`src/design/bdsc_pkg.sv`:
```
package bdsc_pkg;

    // Field widths
    localparam int unsigned CntW  = 8;
    localparam int unsigned DutyW = 8;
    localparam int unsigned AdcW  = 10;
    localparam int unsigned ByteW = 8;
    localparam int unsigned ModeW = 2;

    // Register reset values
    localparam logic [CntW-1:0] DebounceReset = 8'd3;
    localparam logic [CntW-1:0] BlinkReset    = 8'd50;

    // Configuration register indexes
    typedef enum logic [0:0] {
        CFG_DEBOUNCE = 1'b0,
        CFG_BLINK    = 1'b1
    } t_cfg_index;

    // Input kind carried on tuser
    typedef enum logic [0:0] {
        OP_TICK = 1'b0,
        OP_BYTE = 1'b1
    } t_op;

    // Operating mode, one-hot
    typedef enum logic [2:0] {
        MODE_NORMAL = 3'b001,
        MODE_ADC    = 3'b010,
        MODE_SERIAL = 3'b100
    } t_mode;

    // Mode codes as reported on the result word
    localparam logic [ModeW-1:0] MODE_CODE_NORMAL = 2'd0;
    localparam logic [ModeW-1:0] MODE_CODE_ADC    = 2'd1;
    localparam logic [ModeW-1:0] MODE_CODE_SERIAL = 2'd2;

    // Digit characters
    localparam logic [ByteW-1:0] CharZero = 8'h30;
    localparam logic [ByteW-1:0] CharNine = 8'h39;

    // One result word
    typedef struct packed {
        logic [DutyW-1:0] saved_value;
        logic             save_strobe;
        logic [ModeW-1:0] mode;
        logic [DutyW-1:0] duty;
        logic             led_level;
    } t_result;

    // Confirmed presses from the two debouncers
    typedef struct packed {
        logic press1;
        logic press2;
    } t_press;

    function automatic logic [ModeW-1:0] mode_code(input t_mode m);
        logic [ModeW-1:0] code;
        begin
            unique case (m)
                MODE_ADC:    code = MODE_CODE_ADC;
                MODE_SERIAL: code = MODE_CODE_SERIAL;
                default:     code = MODE_CODE_NORMAL;
            endcase
            return code;
        end
    endfunction

    // Decimal digit of a character; anything else counts as zero
    function automatic logic [3:0] char_digit(input logic [ByteW-1:0] b);
        logic [ByteW-1:0] diff;
        begin
            diff = b - CharZero;
            if (b >= CharZero && b <= CharNine) begin
                return diff[3:0];
            end
            return 4'd0;
        end
    endfunction

endpackage

```
`src/design/bdsc_debounce.sv`:
```
module bdsc_debounce (
    input  logic                       i_clk,
    input  logic                       i_rst_n,
    input  logic                       i_en,
    input  logic                       i_raw,
    input  logic [bdsc_pkg::CntW-1:0]  i_thresh,
    output logic                       o_press
);

    logic                      r_stable;
    logic [bdsc_pkg::CntW-1:0] r_count;
    logic                      n_stable;
    logic [bdsc_pkg::CntW-1:0] n_count;
    logic [bdsc_pkg::CntW-1:0] inc_count;

    // Count differing ticks, flip the stable level at the threshold
    always_comb begin
        inc_count = r_count + 1'b1;
        n_stable  = r_stable;
        n_count   = '0;
        o_press   = 1'b0;
        if (i_raw != r_stable) begin
            if (inc_count >= i_thresh) begin
                n_stable = i_raw;
                o_press  = ~i_raw;
            end else begin
                n_count = inc_count;
            end
        end
    end

    // Advance only on a tick
    always_ff @(posedge i_clk) begin
        if (!i_rst_n) begin
            r_stable <= 1'b1;
            r_count  <= '0;
        end else if (i_en) begin
            r_stable <= n_stable;
            r_count  <= n_count;
        end
    end

endmodule

```
`src/design/bdsc_core.sv`:
```
module bdsc_core (
    input  logic                        i_clk,
    input  logic                        i_rst_n,
    input  logic                        i_en,
    input  logic                        i_op,
    input  logic [bdsc_pkg::AdcW-1:0]   i_adc_sample,
    input  logic [bdsc_pkg::ByteW-1:0]  i_rx_byte,
    input  bdsc_pkg::t_press            i_press,
    input  logic [bdsc_pkg::CntW-1:0]   i_blink_ticks,
    output bdsc_pkg::t_result           o_next
);

    bdsc_pkg::t_mode            r_mode, n_mode;
    logic                       r_led, n_led;
    logic [bdsc_pkg::DutyW-1:0] r_duty, n_duty;
    logic [bdsc_pkg::DutyW-1:0] r_saved, n_saved;
    logic [bdsc_pkg::CntW-1:0]  r_blink, n_blink;
    logic [bdsc_pkg::DutyW-1:0] r_accum, n_accum;
    logic                       r_pending, n_pending;
    logic                       strobe;
    logic [bdsc_pkg::CntW-1:0]  blink_inc;

    // Compute the state after one word
    always_comb begin
        n_mode    = r_mode;
        n_led     = r_led;
        n_duty    = r_duty;
        n_saved   = r_saved;
        n_blink   = r_blink;
        n_accum   = r_accum;
        n_pending = r_pending;
        strobe    = 1'b0;
        blink_inc = (r_blink == 8'hFF) ? r_blink : r_blink + 1'b1;

        if (i_op == bdsc_pkg::OP_BYTE) begin
            // accum * 10 + digit, mod 256
            n_accum   = {r_accum[4:0], 3'b000} + {r_accum[6:0], 1'b0}
                        + {4'd0, bdsc_pkg::char_digit(i_rx_byte)};
            n_pending = 1'b1;
        end else begin
            unique case (r_mode)
                bdsc_pkg::MODE_ADC: begin
                    n_duty = i_adc_sample[bdsc_pkg::AdcW-1:2];
                    if (i_press.press1) begin
                        n_led  = 1'b1;
                        n_duty = r_saved;
                        n_mode = bdsc_pkg::MODE_NORMAL;
                    end else if (i_press.press2) begin
                        n_led   = 1'b1;
                        n_saved = n_duty;
                        strobe  = 1'b1;
                        n_mode  = bdsc_pkg::MODE_NORMAL;
                    end
                end
                bdsc_pkg::MODE_SERIAL: begin
                    if (r_pending) begin
                        n_duty    = r_accum;
                        n_accum   = '0;
                        n_pending = 1'b0;
                    end
                    if (i_press.press1) begin
                        n_led  = 1'b1;
                        n_duty = r_saved;
                        n_mode = bdsc_pkg::MODE_NORMAL;
                    end else if (i_press.press2) begin
                        n_led   = 1'b1;
                        n_saved = n_duty;
                        strobe  = 1'b1;
                        n_mode  = bdsc_pkg::MODE_NORMAL;
                    end else if (blink_inc >= i_blink_ticks) begin
                        n_led   = ~r_led;
                        n_blink = '0;
                    end else begin
                        n_blink = blink_inc;
                    end
                end
                default: begin
                    if (i_press.press1) begin
                        n_led  = 1'b0;
                        n_mode = bdsc_pkg::MODE_ADC;
                    end else if (i_press.press2) begin
                        n_led   = 1'b0;
                        n_blink = '0;
                        n_mode  = bdsc_pkg::MODE_SERIAL;
                    end
                end
            endcase
        end
    end

    // Publish the updated state
    always_comb begin
        o_next.led_level   = n_led;
        o_next.duty        = n_duty;
        o_next.mode        = bdsc_pkg::mode_code(n_mode);
        o_next.save_strobe = strobe;
        o_next.saved_value = n_saved;
    end

    // Commit on each word taken from the input register
    always_ff @(posedge i_clk) begin
        if (!i_rst_n) begin
            r_mode    <= bdsc_pkg::MODE_NORMAL;
            r_led     <= 1'b1;
            r_duty    <= '0;
            r_saved   <= '0;
            r_blink   <= '0;
            r_accum   <= '0;
            r_pending <= 1'b0;
        end else if (i_en) begin
            r_mode    <= n_mode;
            r_led     <= n_led;
            r_duty    <= n_duty;
            r_saved   <= n_saved;
            r_blink   <= n_blink;
            r_accum   <= n_accum;
            r_pending <= n_pending;
        end
    end

endmodule

```
`src/design/button_duty_setpoint_controller.sv`:
```
// Button duty setpoint controller. Each input word is a 10 ms tick (tuser 0)
// carrying raw button levels and an ADC sample, or a received serial byte
// (tuser 1). Every word yields exactly one result word with the LED level,
// duty, mode, save strobe and saved duty after that word. The block takes
// one word per clock while results are taken. A word accepted from the stream
// sits in the input register. The state update moves it into the result
// register, and the result word is valid from then on. A result word waiting
// for m_axis_tready holds the state update. While it waits, the input side
// takes at most one more word, into the input register, and then stalls until
// the result is taken. Debounce threshold and blink period are written
// through the configuration channel. Write them only while idle; the block does not enforce it.
module button_duty_setpoint_controller (
    input  logic        i_clk,
    input  logic        i_rst_n,
    // configuration write channel
    input  logic        i_cfg_valid,
    output logic        o_cfg_ready,
    input  logic        i_cfg_index,
    input  logic [7:0]  i_cfg_data,
    // input stream
    input  logic        s_axis_tvalid,
    output logic        s_axis_tready,
    input  logic [23:0] s_axis_tdata,   // sw1_raw, sw2_raw, adc_sample[9:0], rx_byte[7:0]
    input  logic        s_axis_tuser,   // op
    // result stream
    output logic        m_axis_tvalid,
    input  logic        m_axis_tready,
    output logic [23:0] m_axis_tdata    // led_level, duty[7:0], mode[1:0], save_strobe,
                                        // saved_value[7:0]
);

    logic [bdsc_pkg::CntW-1:0] r_debounce;
    logic [bdsc_pkg::CntW-1:0] r_blink_ticks;

    logic                        r_in_valid;
    logic                        r_in_op;
    logic                        r_in_sw1;
    logic                        r_in_sw2;
    logic [bdsc_pkg::AdcW-1:0]   r_in_adc;
    logic [bdsc_pkg::ByteW-1:0]  r_in_byte;

    logic                r_out_valid;
    bdsc_pkg::t_result   r_out;

    logic                advance;
    logic                step;
    logic                tick;
    bdsc_pkg::t_press    press;
    bdsc_pkg::t_result   next_res;

    assign o_cfg_ready   = 1'b1;
    assign advance       = !r_out_valid || m_axis_tready;
    assign s_axis_tready = !r_in_valid || advance;
    assign step          = r_in_valid && advance;
    assign tick          = step && (r_in_op == bdsc_pkg::OP_TICK);

    // Hold the configuration registers
    always_ff @(posedge i_clk) begin
        if (!i_rst_n) begin
            r_debounce    <= bdsc_pkg::DebounceReset;
            r_blink_ticks <= bdsc_pkg::BlinkReset;
        end else if (i_cfg_valid) begin
            unique case (i_cfg_index)
                bdsc_pkg::CFG_DEBOUNCE: r_debounce    <= i_cfg_data;
                bdsc_pkg::CFG_BLINK:    r_blink_ticks <= i_cfg_data;
                default:                r_debounce    <= r_debounce;
            endcase
        end
    end

    // Input register
    always_ff @(posedge i_clk) begin
        if (!i_rst_n) begin
            r_in_valid <= 1'b0;
        end else if (s_axis_tready) begin
            r_in_valid <= s_axis_tvalid;
        end
    end

    always_ff @(posedge i_clk) begin
        if (s_axis_tvalid && s_axis_tready) begin
            r_in_op   <= s_axis_tuser;
            r_in_sw1  <= s_axis_tdata[0];
            r_in_sw2  <= s_axis_tdata[1];
            r_in_adc  <= s_axis_tdata[11:2];
            r_in_byte <= s_axis_tdata[19:12];
        end
    end

    bdsc_debounce u_deb1 (
        .i_clk    (i_clk),
        .i_rst_n  (i_rst_n),
        .i_en     (tick),
        .i_raw    (r_in_sw1),
        .i_thresh (r_debounce),
        .o_press  (press.press1)
    );

    bdsc_debounce u_deb2 (
        .i_clk    (i_clk),
        .i_rst_n  (i_rst_n),
        .i_en     (tick),
        .i_raw    (r_in_sw2),
        .i_thresh (r_debounce),
        .o_press  (press.press2)
    );

    bdsc_core u_core (
        .i_clk         (i_clk),
        .i_rst_n       (i_rst_n),
        .i_en          (step),
        .i_op          (r_in_op),
        .i_adc_sample  (r_in_adc),
        .i_rx_byte     (r_in_byte),
        .i_press       (press),
        .i_blink_ticks (r_blink_ticks),
        .o_next        (next_res)
    );

    // Result register
    always_ff @(posedge i_clk) begin
        if (!i_rst_n) begin
            r_out_valid <= 1'b0;
        end else if (advance) begin
            r_out_valid <= r_in_valid;
        end
    end

    always_ff @(posedge i_clk) begin
        if (step) begin
            r_out <= next_res;
        end
    end

    assign m_axis_tvalid = r_out_valid;
    assign m_axis_tdata  = {4'd0, r_out};

    // A save always leaves edit mode with the saved value equal to the duty
    a_save_consistent: assert property (@(posedge i_clk) disable iff (!i_rst_n)
        (r_out_valid && r_out.save_strobe) |->
        (r_out.saved_value == r_out.duty && r_out.mode == bdsc_pkg::MODE_CODE_NORMAL))
        else $error("save strobe with inconsistent duty or mode");

    // LED is lit in normal mode and dark in ADC edit mode
    a_led_mode: assert property (@(posedge i_clk) disable iff (!i_rst_n)
        r_out_valid |->
        ((r_out.mode == bdsc_pkg::MODE_CODE_NORMAL && r_out.led_level) ||
         (r_out.mode == bdsc_pkg::MODE_CODE_ADC && !r_out.led_level) ||
         (r_out.mode == bdsc_pkg::MODE_CODE_SERIAL)))
        else $error("LED level disagrees with mode");

    // A stalled pipeline must not commit a word
    a_no_step_on_stall: assert property (@(posedge i_clk) disable iff (!i_rst_n)
        (r_out_valid && !m_axis_tready) |-> !step)
        else $error("state updated while result stalled");

    // A byte word never changes duty or mode
    a_byte_keeps_duty: assert property (@(posedge i_clk) disable iff (!i_rst_n)
        (step && r_in_op == bdsc_pkg::OP_BYTE && r_out_valid) |->
        (next_res.duty == r_out.duty && next_res.mode == r_out.mode))
        else $error("serial byte changed duty or mode");

endmodule

```
`config.mk`:
```
export PLATFORM = sky130hd
export DESIGN_NAME = button_duty_setpoint_controller
export DESIGN_NICKNAME = d
export VERILOG_FILES = /design/src/design/bdsc_pkg.sv /design/src/design/bdsc_debounce.sv /design/src/design/bdsc_core.sv /design/src/design/button_duty_setpoint_controller.sv
export SDC_FILE = /design/constraint.sdc
export NUM_CORES = 1
export LEC_CHECK = 0
export ABC_AREA = 1
export BUFFER_PORTS_ARGS = -buffer_cell sky130_fd_sc_hd__buf_2
export CAP_MARGIN = 20
export CORE_UTILIZATION = 40
export CTS_CLUSTER_DIAMETER = 60
export DETAILED_ROUTE_END_ITERATION = 8
export HOLD_SLACK_MARGIN = 0.1
export SYNTH_ARGS = -nofsm -noshare
export SYNTH_HDL_FRONTEND = slang
export SYNTH_SLANG_ARGS = --single-unit
export TNS_END_PERCENT = 50
```
`constraint.sdc`:
```
create_clock -name i_clk -period 2.7 [get_ports i_clk]
set_input_delay 0.27 -clock i_clk [delete_from_list [all_inputs] [get_ports i_clk]]
set_output_delay 0.27 -clock i_clk [all_outputs]
set_load 0.02 [all_outputs]
```
### After elaboration in Yosys (flattened, before gate mapping)

Cells that the tools add are included.

| word-level totals | value |
|---|---|
| register bits | 114 |
| output and inout bits | 27 |
| logic and storage cells | 125 |

| operators by class | value |
|---|---|
| add/subtract/negate cells | 6 |
| magnitude comparators | 5 |
| equality and inequality tests | 8 |
| multiplexer cells | 53 |
| bitwise logic cells | 8 |
| reduce and logical (&&, ||, !) cells | 20 |

Operators by type and width:

| cell | count |
|---|---|
| 8-bit 2-to-1 mux | 22 |
| 8-bit one-hot mux with 2 select lines | 3 |
| 8-bit by 1-bit adder with 8-bit output, second input constant | 3 |
| 8-bit greater-or-equal comparator | 3 |
| 3-bit 2-to-1 mux | 6 |
| 1-bit 2-to-1 mux | 17 |
| 4-bit 2-to-1 mux | 3 |
| 3-bit AND reduction | 3 |
| 8-bit by 4-bit adder with 8-bit output | 1 |
| 8-bit adder | 1 |
| 8-bit equality test, second input constant | 1 |
| 8-bit by 6-bit greater-or-equal comparator with 1-bit output, second input constant | 1 |
| 8-bit by 6-bit less-or-equal comparator with 1-bit output, second input constant | 1 |
| 1-bit NOT | 8 |
| 3-bit by 2-bit equality test with 1-bit output, second input constant | 2 |
| 3-bit equality test, second input constant | 2 |
| 2-bit AND reduction | 3 |
| 6-bit AND reduction | 1 |
| 2-bit nonzero test | 3 |
| 1-bit logical AND | 4 |
| 2-bit one-hot mux with 2 select lines | 1 |
| 4-bit by 1-bit subtractor with 4-bit output, second input constant | 1 |
| 3-bit OR reduction | 1 |
| 1-bit logical NOT | 2 |
| 5 further kinds | 7 |

### Longest topological paths before layout

Gate-level depths: netlist of run 1.

| logic depth | value |
|---|---|
| word-level depth | 10 |
| gate-level depth with buffers | 21 |

### Modules after synthesis

A second synthesis of run 1 with hierarchy kept.

| unflattened totals | value |
|---|---|
| cell total of the unflattened synthesis | 773 |
| area total of the unflattened synthesis | 6202.2 um^2 |

Modules (own cells, without submodules):

| module | times used | cells each | area an instance (um^2) | seq. area each (um^2) |
|---|---|---|---|---|
| bdsc_core | 1 | 416 | 2772.7 | 740.7 |
| button_duty_setpoint_controller | 1 | 147 | 1983.2 | 1591.5 |
| bdsc_debounce | 2 | 105 | 723.2 | 180.2 |

### Worst setup path after synthesis of run 1

OpenSTA, ideal clock, no wires.

| timing path | value |
|---|---|
| kind | register -> register |
| start point | register r_in_byte[6] (netlist name) |
| end point | register u_core.r_accum[7] (netlist name) |
| library setup time | 132 ps |
| data arrival time | 2468 ps |
| setup slack | 99 ps |
| stages on the path, launching flop included | 17 |
| period minus slack after synthesis | 2601 ps |
| cells stage by stage | edfxtp_1 > nor3_1 > nand2_1 > inv_1 > nand2_1 > fa_1 > inv_1 > ha_1 > nand2_1 > nand2_1 > a21oi_1 > or2_2 > nand2_1 > a21oi_1 > or2_2 > nand3_1 > a21oi_1 |

| between the ends | value |
|---|---|
| word-level cells in the longest chain between the ends | 8 |
| elaborated cells between the ends (all ways) | 9 |
| classes of those cells | add/sub (1); order compare (2); mux (5); reduce/logical (1) |

Ends and longest elaborated chain:

| what | RTL line | RTL |
|---|---|---|
| start: declaration | button_duty_setpoint_controller.sv:40 | `logic [bdsc_pkg::ByteW-1:0] r_in_byte;` |
| start signal: assignment | button_duty_setpoint_controller.sv:86 | `r_in_byte <= s_axis_tdata[19:12];` |
| 8-bit by 6-bit greater-or-equal comparator with 1-bit output / 8-bit by 6-bit less-or-equal comparator with 1-bit output (equally long branches) | bdsc_pkg.sv:74 | `if (b >= CharZero && b <= CharNine) begin` |
| 1-bit logical AND (*) | bdsc_pkg.sv:74 |  |
| 1-bit 2-to-1 mux (*) | bdsc_pkg.sv:74 |  |
| 1-bit 2-to-1 mux (*) | bdsc_core.sv:35 | `if (i_op == bdsc_pkg::OP_BYTE) begin` |
| 4-bit 2-to-1 mux (*) | bdsc_pkg.sv:77 | `return 4'd0;` |
| 4-bit 2-to-1 mux (*) | bdsc_core.sv:35 |  |
| 8-bit by 4-bit adder with 8-bit output (*) | bdsc_core.sv:38 | `+ {4'd0, bdsc_pkg::char_digit(i_rx_byte)};` |
| 8-bit 2-to-1 mux (*) | bdsc_core.sv:35 |  |
| end signal: assignment | bdsc_core.sv:116 | `r_accum <= n_accum;` |
| end: declaration | bdsc_core.sv:18 | `logic [bdsc_pkg::DutyW-1:0] r_accum, n_accum;` |

Every way passes the cells marked *; elsewhere a longest branch is shown, timed or not. The select of a mux whose other input is x is not followed.
A chain may end at the register's enable or synchronous reset.

==> results.cfg, run 1 <==
[min_path]
hold_path_startpoint = i_cfg_data[1]
hold_path_depth = 3
hp-class = primary input to flip-flop

[run_status]
outcome = completed

[clocking]
cts_tree = yes
cts.path.max_buffers = 2
root_buffer = clkbuf_16
cts_sinks = 112
cts_buffers = 9
clkSlewWorstSetupHoldPaths_ns = 0.07
clock_latency_ns = 0.36
h-tree-depth = 3

[die]
die-height_um = 128.1
die_w_um = 128.1
coreArea_sq_um = 15370
initial_core_util = 0.4138
pin_count = 66
dieArea_sq_um = 16410
placementRows = 45

[timing]
period_needed_ns = 2.685
tightest_slew_ns = 0.9456
rsz0062_at_grt = yes
hold_viol_final = 0
max_freq_mhz = 372.4
finalSetupViolCount = 0
holdWs_ns = 0.1528
maxSlewViolCount = 0
slew_headroom = 0.3687
post-route-period-util = 0.9945
setup_tns_ns = 0
fin_worst_skew_ns = 0.009827

[cells_and_area]
finalNetCount = 1046
diodes = 0
area_growth_pct = 22.41
fillers = 1501
drive_above_1_share = 0.1788

[critical_path]
slowest_stage = dfxtp_4
cp_max_fo = 6
crit_path_frequent_cell = nand2_1
critPathRequiredTime_ns = 2.81
crit_path_max_incr_delay_ns = 0.38
critPathCaptureType = flip-flop
cp_top_family = simple AND/OR/NAND/NOR gates
critPathKind = flip-flop to flip-flop
crit_arrival_ns = 2.79
path_depth = 18
critical_path.cell_chain = nand3_2 > nand3b_1 > nand3b_1 > xnor2_2 > ha_1 > nand2_2 > nor2_4 > nand4_1 > nand3_2 > nand2_2 > buf_6 > buf_4 > nand2_1 > nand2_1 > nand2_1 > nand2_1 > nand2_1 > nand2_1
rr_worst_depth = 18
crit_start = u_deb2.r_count[0]
rr_startpoint = u_deb2.r_count[0]
critPathBufInv = 2
start_kind = flip-flop

[place]
dp_hpwl_mm = 9.781
gp_congestion = 0.7985
portBuffers = 54

[routing]
routed_wl_mm = 14.24
first_pass_iters = 5
vias = 5523
routedWlPerCell_um = 12.03
viasPerCell = 4.665
ant_nets = 0
drtIter0Drc = 362
drc_errors = 0

[synthesis]
synthDistinctLibCells = 40
netlist_area_sq_um = 6360
synth_cells = 858
yosys_warnings = 0
ys_seq_area_frac = 0.4139
syn_area_per_cell_sq_um = 7.412
ys_seq_elements = 112

[grt]
grt_max_degree = 47
grt_pass1_vias = 5012
grt_pass1_wl_mm = 23.78
antenna_found_initial = 0
grt_use_total = 0.1849
gr-total-overflow = 0

[power_and_ir_drop]
power.total_mw = 3.704
p_per_area_nw_per_um2 = 475.7
p_leak_nw = 3.847
ir_drop_mv = 0.2889

[flow_run]
maxCapViolations = 0
==> cell type report <==
cell class	count	area [sq um]	share of cell area
Clock inverter	1	30.03	0.003857
Clock buffer	15	257.7	0.03311
Timing Repair Buffer	127	898.4	0.1154
Inverter	124	467.9	0.06011
Tap cell	211	264.0	0.03391
Sequential cell	112	2644	0.3396
Multi-Input combinational cell	594	3223	0.4140
==> worst paths after layout <==
| check | to | slack (ns) |
|---|---|---|
| setup / recovery | m_axis_tdata[17] | 0.01 |
| setup reg to reg | m_axis_tdata[17] | 0.01 |
| hold reg to reg | r_blink_ticks[7] | 0.47 |
| hold / removal | r_blink_ticks[1] | 0.15 |
==> stage by stage <==
| stage | setup WS, ns | std cells | utilization | instance area [sq um] |
|---|---|---|---|---|
| after global placement | -0.04899 | 1138 | 0.4606 | 7079 |
| after CTS | -0.005048 | 1175 | 0.4954 | 7615 |
| final | 0.01477 | 1184 | 0.5065 | 7785 |
| after floorplan | 0.09931 | 861 | - | 6371 |
| after global routing | -0.2071 | 1184 | 0.5065 | 7785 |
| after detailed placement | -0.1053 | 1138 | 0.4606 | 7079 |
==> placed cells by master (no fill, tap or decap), drive strengths merged, types with 19 or more instances in the layout <==
master	instances
nand2	284
inv	124
buf	108
dfxtp	73
a21oi	64
nor2	54
nand3	44
edfxtp	39
ha	37
o21ai	37
dlygate4sd3	19
==> flip-flops by register name, indices dropped and copies added, names as in the netlist <==
name and count:
m_axis_tdata 20, r_blink_ticks 8, r_debounce 8, r_in_adc 8, r_in_byte 8, u_core.r_accum 8
u_core.r_blink 8, u_core.r_duty 8, u_core.r_saved 8, u_deb1.r_count 8, u_deb2.r_count 8, u_core.r_mode 3
m_axis_tvalid 1, r_in_op 1, r_in_sw1 1, r_in_sw2 1, r_in_valid 1, u_core.r_led 1
u_core.r_pending 1, u_deb1.r_stable 1, u_deb2.r_stable 1
==> worst register-to-register path: stages (launching register included) <==
cell and delay (ns):
dfxtp_4 0.38, nand3_2 0.07, nand3b_1 0.18, nand3b_1 0.21, xnor2_2 0.17, ha_1 0.31
nand2_2 0.08, nor2_4 0.09, nand4_1 0.10, nand3_2 0.14, nand2_2 0.09, buf_6 0.15
buf_4 0.13, nand2_1 0.05, nand2_1 0.05, nand2_1 0.05, nand2_1 0.05, nand2_1 0.08
nand2_1 0.06
==> routing by layer <==
layer	vias to the layer above	track usage	wire length, um
met5	-	0	0
met4	0	0.05398	157
met3	13	0.03548	758
li1	2944	-	-
met2	121	0.2944	6321
met1	2445	0.2543	7003
==> synthesized netlist by cell type (all sizes together) <==
| cell | number | area, sq um |
|---|---|---|
| o211ai | 4 | 30.03 |
| inv | 124 | 468.0 |
| or2 | 3 | 18.77 |
| a21o | 1 | 7.510 |
| ha | 37 | 462.9 |
| clkbuf | 15 | 56.30 |
| nor3b | 1 | 7.510 |
| mux2 | 1 | 11.26 |
| fa | 2 | 40.04 |
| xor2 | 13 | 113.9 |
| edfxtp | 39 | 1171 |
| o21ai | 37 | 185.2 |
| nand3 | 44 | 230.2 |
| nor3 | 8 | 82.58 |
| nor2 | 54 | 220.2 |
| nand3b | 6 | 45.04 |
| nand4 | 12 | 75.07 |
| conb | 2 | 7.510 |
| dfxtp | 73 | 1461 |
| a21oi | 64 | 320.3 |
| o211a | 2 | 20.02 |
| nand2 | 284 | 1081 |
| a31oi | 1 | 12.51 |
| buf | 16 | 105.1 |
| xnor2 | 9 | 78.83 |
| a22oi | 4 | 30.03 |
| o21a | 1 | 7.510 |
| a311o | 1 | 10.01 |
==> kinds of logic (layout without fill, tap and decap cells) <==
family,Yosys count,count (layout),synth area share
simple gates,412,412,0.2768
buf+inv,155,267,0.09896
compound gates,115,115,0.09798
flops,112,112,0.4139
fa+ha+maj,39,39,0.07909
xor+xnor,22,22,0.03030
other cells,2,5,0.001181
mux,1,1,0.001770
==> report_power, final <==
| group | switching, mW | total [mW] | internal (mW) |
|---|---|---|---|
| registers | 0.0388 | 1.86 | 1.82 |
| clock network | 0.593 | 1.34 | 0.749 |
| logic | 0.312 | 0.499 | 0.187 |
| total | 0.944 | 3.70 | 2.76 |
==> timing repair <==
action	CTS	global route
pin swaps	6	30
gates cloned	1	0
endpoints found under the setup margin	21	58
hold buffers	19	0
hold endpoints to repair	19	0
buffers inserted	1	9
resized for setup	14	34
(Power assumes the default switching activity.)
==> inputs of run 2 (changes only) <==
--- a/config.mk
+++ b/config.mk
@@ -9,6 +9,7 @@
 export BUFFER_PORTS_ARGS = -buffer_cell sky130_fd_sc_hd__buf_2
 export CAP_MARGIN = 20
 export CORE_UTILIZATION = 40
+export CTS_BUF_LIST = sky130_fd_sc_hd__clkbuf_4 sky130_fd_sc_hd__clkbuf_8
 export CTS_CLUSTER_DIAMETER = 60
 export DETAILED_ROUTE_END_ITERATION = 8
 export HOLD_SLACK_MARGIN = 0.1
==> results.cfg, run 2 (synthesis results as in run 1) <==
[cells_and_area]
finalNetCount = 1051
seq_area_sq_um = 2646
drive_above_1_share = 0.2198
diodes = 0
fillers = 1475
multi_input_area_sq_um = 3366
largest_reg_flops = 20
layout_commonest_cell = nand2_1
area_growth_pct = 25.32
stdcell_count = 1189
final_cell_mix = 250 x nand2_1, 116 x inv_1, 66 x dfxtp_1

[clocking]
cts_tree = yes
cts_sinks = 112
cts.path.max_buffers = 2
clock_latency_ns = 0.40
root_buffer = clkbuf_8
clkSlewWorstSetupHoldPaths_ns = 0.10
h-tree-depth = 3
cts_buffers = 9

[timing]
fin_worst_skew_ns = 0.01596
maxSlewViolCount = 0
tightest_slew_ns = 0.9400
period_needed_ns = 2.698
slew_headroom = 0.3724
hold_viol_final = 0
rsz0062_at_grt = yes
setup_tns_ns = 0
post-route-period-util = 0.9993
finalSetupViolCount = 0
max_freq_mhz = 370.6

[critical_path]
critPathRequiredTime_ns = 2.86
start_kind = flip-flop
cp_max_fo = 6
crit_arrival_ns = 2.86
critPathCaptureType = flip-flop
critPathKind = flip-flop to flip-flop

[routing]
vias = 5605
routed_wl_mm = 14.60
routedWlPerCell_um = 12.28
drtIter0Drc = 347
viasPerCell = 4.714
ant_nets = 0
drc_errors = 0
first_pass_iters = 6

[flow_run]
maxCapViolations = 0

[place]
gp_congestion = 0.7985
placed_cells = 1138
portBuffers = 54
dp_hpwl_mm = 9.781

[grt]
grt_use_total = 0.1841
grt_pass1_vias = 5005
grt_max_degree = 47
grt_pass1_wl_mm = 23.67
gr-total-overflow = 0
antenna_found_initial = 0

[power_and_ir_drop]
ir_drop_mv = 0.2466
p_leak_nw = 3.911
p_per_area_nw_per_um2 = 436.4

[die]
die_w_um = 128.1
die-height_um = 128.1
dieArea_sq_um = 16410
coreArea_sq_um = 15370
initial_core_util = 0.4138
placementRows = 45
pin_count = 66

[min_path]
hp-class = primary input to flip-flop

[run_status]
outcome = completed
## run 2: final timing paths
check / start / to / slack (ns) / cells after the start
setup reg to reg: u_deb1.r_count[1] / m_axis_tdata[9] / 0.002 / 16
hold reg to reg: r_blink_ticks[7] / r_blink_ticks[7] / 0.48 / 2
setup / recovery: u_deb1.r_count[1] / m_axis_tdata[9] / 0.002 / 16
hold / removal: i_cfg_data[4] / r_blink_ticks[4] / 0.14 / 3
## run 2: where the power goes
| group | switching (mW) | internal (mW) | total (mW) |
|---|---|---|---|
| sequential | 0.0402 | 1.82 | 1.86 |
| clock | 0.559 | 0.509 | 1.07 |
| combinational | 0.331 | 0.215 | 0.546 |
## run 2: layer usage
metal	wire, um	track usage	part of all wire
met5	0	0	0
met4	177	0.05675	0.012
met3	766	0.03172	0.052
met2	6582	0.2948	0.45
met1	7078	0.2530	0.48
## run 2: metrics by stage
step                        util  cell area [sq um]  worst slack (ns)  power (mW)  hold slack (ns)
after floorplan                -               6371           0.09931       2.211           0.3689
after global placement    0.4606               7079          -0.04899       2.342           0.4466
after detailed placement  0.4606               7079           -0.1053       2.349           0.4481
after CTS                 0.4908               7545         -0.008005       3.441           0.1169
after global routing      0.5185               7970           -0.2171       3.641           0.1253
final                     0.5185               7970          0.001994       3.478           0.1377
## run 2: cell type report
type / instances / area share
Clock buffer: 15 / 0.02198
Clock inverter: 1 / 0.003768
Inverter: 124 / 0.05871
Multi-Input combinational cell: 594 / 0.4223
Sequential cell: 112 / 0.3320
Tap cell: 211 / 0.03312
Timing Repair Buffer: 132 / 0.1281
## run 2: critical path, stage by stage, from the launching register on
cell	delay, ns
dfxtp_2	0.36
nand3_2	0.08
nand3b_1	0.18
nand3b_1	0.21
xnor2_2	0.17
ha_1	0.29
nand2_1	0.08
nor2_2	0.10
nand4_1	0.15
nand3_4	0.16
nand2_8	0.10
buf_6	0.16
nand2_2	0.06
nand2_2	0.07
o21ai_1	0.13
buf_4	0.13
nor2_1	0.05
## run 2: repair_timing
action / CTS / global route
pin swaps: 6 / 52
setup buffers: 1 / 8
endpoints found under the hold margin: 21 / 0
cloned: 1 / 4
setup endpoints to repair: 21 / 63
resized for setup: 13 / 82
hold buffers: 21 / 0
